==> config.mk <==
export PLATFORM = sky130hd
export DESIGN_NAME = mlqs_ram
export DESIGN_NICKNAME = d
export VERILOG_FILES = /design/src/rtl/multilevel_queue_sjf_scheduler_unit_defines.svh /design/src/rtl/mlqs_ram.sv
export SDC_FILE = /design/constraint.sdc
export NUM_CORES = 1
export LEC_CHECK = 0
export ABC_AREA = 1
export BUFFER_PORTS_ARGS = -buffer_cell sky130_fd_sc_hd__clkbuf_2
export CAP_MARGIN = 10
export CORE_ASPECT_RATIO = 1.1
export CORE_MARGIN = 4
export CORE_UTILIZATION = 40
export CTS_BUF_LIST = sky130_fd_sc_hd__clkbuf_16
export CTS_CLUSTER_DIAMETER = 60
export CTS_CLUSTER_SIZE = 14
export DETAILED_ROUTE_END_ITERATION = 10
export GPL_TIMING_DRIVEN = 0
export PLACE_DENSITY = 0.67
export SLEW_MARGIN = 20
export SYNTH_ARGS = -nofsm -noshare
export SYNTH_HDL_FRONTEND = slang
export SYNTH_SLANG_ARGS = --single-unit
export TNS_END_PERCENT = 100
==> constraint.sdc <==
create_clock -name clk -period 2.51 [get_ports clk]
set_input_delay 0.1255 -clock clk [delete_from_list [all_inputs] [get_ports clk]]
set_output_delay 0.1255 -clock clk [all_outputs]
set_load 0.05 [all_outputs]
==> src/rtl/multilevel_queue_sjf_scheduler_unit_defines.svh <==
// ----------------------------------------------------------------------------
// Assertion macros for the multilevel queue scheduler
// Shared shorthand for the concurrent checks written in the RTL.
// ----------------------------------------------------------------------------
`ifndef MULTILEVEL_QUEUE_SJF_SCHEDULER_UNIT_DEFINES_SVH
`define MULTILEVEL_QUEUE_SJF_SCHEDULER_UNIT_DEFINES_SVH

// A condition that must hold at every clock edge outside reset.
`define MLQS_ASSERT_ALWAYS(label, clk_s, rst_s, cond, msg) \
	label: assert property (@(posedge clk_s) disable iff (!rst_s) (cond)) \
		else $error(msg);

// An antecedent that, when true, requires the consequent in the same cycle.
`define MLQS_ASSERT_IMPLIES(label, clk_s, rst_s, ante, cons, msg) \
	label: assert property (@(posedge clk_s) disable iff (!rst_s) (ante) |-> (cons)) \
		else $error(msg);

`endif

==> src/rtl/mlqs_ram.sv <==
// ----------------------------------------------------------------------------
// Generic simple dual-port RAM
// One write port and one read port with registered read data.
// ----------------------------------------------------------------------------
module mlqs_ram #(
	parameter int WIDTH = 8,
	parameter int DEPTH = 2
) (
	input  logic                     clk,
	input  logic                     wr_en,
	input  logic [$clog2(DEPTH)-1:0] wr_addr,
	input  logic [WIDTH-1:0]         wr_data,
	input  logic                     rd_en,
	input  logic [$clog2(DEPTH)-1:0] rd_addr,
	output logic [WIDTH-1:0]         rd_data
);

	logic [WIDTH-1:0] mem_q [DEPTH];
	logic [WIDTH-1:0] rd_data_q;

	always_ff @(posedge clk) begin
		if (wr_en) begin
			mem_q[wr_addr] <= wr_data;
		end
	end

	// Read data holds between reads.
	always_ff @(posedge clk) begin
		if (rd_en) begin
			rd_data_q <= mem_q[rd_addr];
		end
	end

	assign rd_data = rd_data_q;

endmodule

Yosys cells after proc, flatten, opt, wreduce, memory -nomap -nowiden:

Memories as Yosys holds them, arrays and structs flattened. A register that Yosys moved wholly into a read port is not among the register bits.
Index checks and enable logic that the tools add are counted.

* bits in registers: 0
* bits in writable memories: 16
* logic and storage cells: 3
* memories kept: 1

Memories
* mem_q: depth 2, bits a word 8, rd ports 1, clocked after memory_dff 1, write ports 1, line mlqs_ram.sv:18 `logic [WIDTH-1:0] mem_q [DEPTH];`

* multiplexer cells: 2

Operator list (number)
* $mux 1: 2

Longest topological paths before layout:

* depth in word-level cells: 2
* gate-level depth with buffers: 4
* mapped depth without buffers: 3

Least setup slack after synthesis:

No wires, ideal clock.

* path kind: input to register
* start: in wr_en
* end: mem mem_q[0][0] (enable)
* arrival time: 514 ps
* slack: 1625 ps
* stages: 2
* cell sequence: inv_1 nor2_1

* word-level cells in the longest chain between the ends: 2

RTL lines
* from (decl): line mlqs_ram.sv:10 `input logic wr_en,`
* $mux 1: line mlqs_ram.sv:22 `if (wr_en) begin`
* $mux 1 (implied by the code): line mlqs_ram.sv:23 `mem_q[wr_addr] <= wr_data;`
* to (decl): line mlqs_ram.sv:18

Every way passes these cells.

Worst setup path after layout:

* start: reg rd_data_q[4] (netlist: rd_data[4]) (read register of mem_q)
* end: out rd_data[4]

RTL lines
* from (decl): line mlqs_ram.sv:19 `logic [WIDTH-1:0] rd_data_q;`
* to (decl): line mlqs_ram.sv:15 `output logic [WIDTH-1:0] rd_data`

No word-level cell between the ends.

==> flow_metrics.tcl <==
set metrics [dict create \
    p_clk_share_pct 37.5 \
    track_usage_pct 9.24 \
    slew_viol_final 0 \
    cp_data_required_time_ns 2.38 \
    synth_nets 67 \
    antenna_found_initial 0 \
    pwr-share-seq_pct 53.9 \
    syn_area_per_cell_um2 15.6 \
    hold_end "mem_q[1][0]" \
    drtIter0Drc 11 \
    cts_max_level 1 \
    vias 461 \
    crit_chain "clkbuf_2" \
    switchingPower_w 0.000185 \
    path_clk_slew_ns 0.06 \
    ys_seq_area_share_pct 85.7 \
    final_cell_mix "nand2_1 (25), edfxtp_1 (24), clkbuf_2 (19), clkbuf_16 (3), inv_1 (2)" \
    fillers 185 \
    nets 91 \
    slew-limit-headroom_pct 54.9 \
    rr_startpoint "mem_q[1][6]" \
    rr_worst_depth 2 \
    cp.buffers_inverters 1 \
    avgViaCountPerCell 4.39 \
    globalplace.congestion 0.644 \
    synthTopCellsByArea "edfxtp_1 (86%), nand2_1 (11%), buf_6 (1.3%), inv_1 (0.89%), inv_2 (0.45%)" \
    clk_latency_ns 0.25 \
    p_per_area_mw_per_mm2 848 \
    drt-pass1-iter-count 2 \
    cp-end-kind "primary output" \
    routedWlPerCell_um 11.3 \
    peakVddDrop_uv 414 \
    yosysTopAreaCell "edfxtp_1" \
    setup_tns_ns 0 \
    tritoncts "built" \
    hold_buffers 0 \
    start_util_pct 42.1 \
    swShare_pct 20.8 \
    grt_pass1_wl_mm 1.84 \
    portBuffers 19 \
    worstMarginPinSlew_ns 0.673 \
    grt_max_degree 14 \
    drive_above_1_share_pct 31.2 \
    final-hold-violation-count 0 \
    cts_setup_buffers 0 \
    synthDistinctLibCells 6 \
    min-delay-start "wr_data[0]" \
    reg2reg_to "rd_data[6]" \
    finClkSkew_ns 0.00310 \
    synthCells 54 \
    io_pins 21 \
    post_cts_resized 0 \
    place_inst 101 \
    rows 17 \
    die_h_um 56.1 \
    finalSetupViolations 0 \
    rsz0062_at_grt "false" \
    r2r_slack_ns 1.75 \
    p_leak_nw 0.445 \
    dieArea_mm2 0.00290 \
    hold_class "input port to flip-flop" \
    area_delta_synth_final_pct 24.9 \
    post-route-period-util_pct 39.2 \
    p_total_w 0.000891 \
    power.internal_w 0.000705 \
    crit_path_max_fanout 1 \
    root_buffer "clkbuf_16" \
    critPathLaunchType "flip-flop" \
    worst_hold_slack_ns 0.0593 \
    ctsLongestPathBuffers 2 \
    grt_overflow 0 \
    outcome "completed" \
    arrival_ns 0.86 \
    final_cells 105 \
    cts.sinks 24 \
    grt_pass1_vias 425 \
    antenna_cells 0 \
    ys_warn_count 0 \
    cp_slowest_cell "edfxtp_1" \
    ys_seq_elements 24 \
    min_period_ns 0.985 \
    cts-buffers-inserted 3 \
    worstSetupPathType "flip-flop to primary output" \
    synth_top_area_share_pct 85.7 \
    die_w_um 51.7 \
    critPathTopFamily "flip-flops" \
    drv_cap 0 \
    max_freq_mhz 1020 \
    ant_nets 0 \
    holdPathStages 1 \
    drt-total-wl_mm 1.19 \
    drc_errors 0 \
    final_common_cell "nand2_1" \
    core_mm2 0.00200 \
    synth_area_um2 841 \
    slowest_delay_ns 0.36 \
    pwr-share-comb_pct 8.5 \
]
layout make-up:
type | instances | area [um^2] | area share (%)
clock buffers | 3 | 75.1 | 7.15
well taps | 28 | 35.0 | 3.34
repair buffers | 19 | 95.1 | 9.06
inverters | 3 | 11.3 | 1.07
multi-input cells | 26 | 97.6 | 9.30
clock inverters | 1 | 3.75 | 0.358
plain buffers | 1 | 11.3 | 1.07
flip-flops and latches | 24 | 721 | 68.7
Yosys cell counts:
library cell,number
nand2_1,25
edfxtp_1,24
inv_1,2
buf_6,1
inv_2,1
nor2_1,1
cell families (layout without fill, tap and decap cells):
logic type             after synthesis  count (layout)  synth area share, %
buffers and inverters                4              27                 2.68
AND/OR/NAND/NOR                     26              26                 11.6
flip-flops                          24              24                 85.7
registers in the layout (all words and copies together), names as in the netlist:
register and cells:
mem_q 16, rd_data 8
per-stage QoR:
step	setup WS [ns]	cell area (um^2)	util, %
3_5_place_dp	1.36	971	48.6
5_1_grt	1.50	1050	52.5
6_report	1.52	1050	52.5
4_1_cts	1.51	1050	52.5
3_3_place_gp	1.39	971	48.6
2_1_floorplan	1.62	841	-
worst max path at each step:
stage	start	to	slack (ns)	depth (start not counted)
2_1_floorplan	wr_en	mem_q[0][0]	1.62	2
3_3_place_gp	wr_en	mem_q[0][2]	1.39	3
3_5_place_dp	wr_en	mem_q[0][2]	1.36	3
4_1_cts	rd_data[5]	rd_data[5]	1.51	1
5_1_grt	rd_data[0]	rd_data[0]	1.50	1
6_report	rd_data[4]	rd_data[4]	1.52	1
routing by layer:
layer / routed length (um) / global-route usage (%) / vias to the layer above
met2: 599 / 14.4 / 18
met1: 424 / 8.77 / 208
li1: - / - / 230
met5: 0 / 0 / -
met4: 50 / 9.36 / 0
met3: 112 / 3.49 / 5
power by group through the flow:
stage | registers, W | logic [W] | clock network (W)
after global placement | 0.000487 | 0.0000749 | 0
final | 0.000480 | 0.0000759 | 0.000334
after global routing | 0.000482 | 0.0000823 | 0.000359
after CTS | 0.000481 | 0.0000771 | 0.000340
after detailed placement | 0.000489 | 0.0000768 | 0
after floorplan | 0.000521 | 0.0000185 | 0
Note: power is estimated with default switching activity, not from simulation.
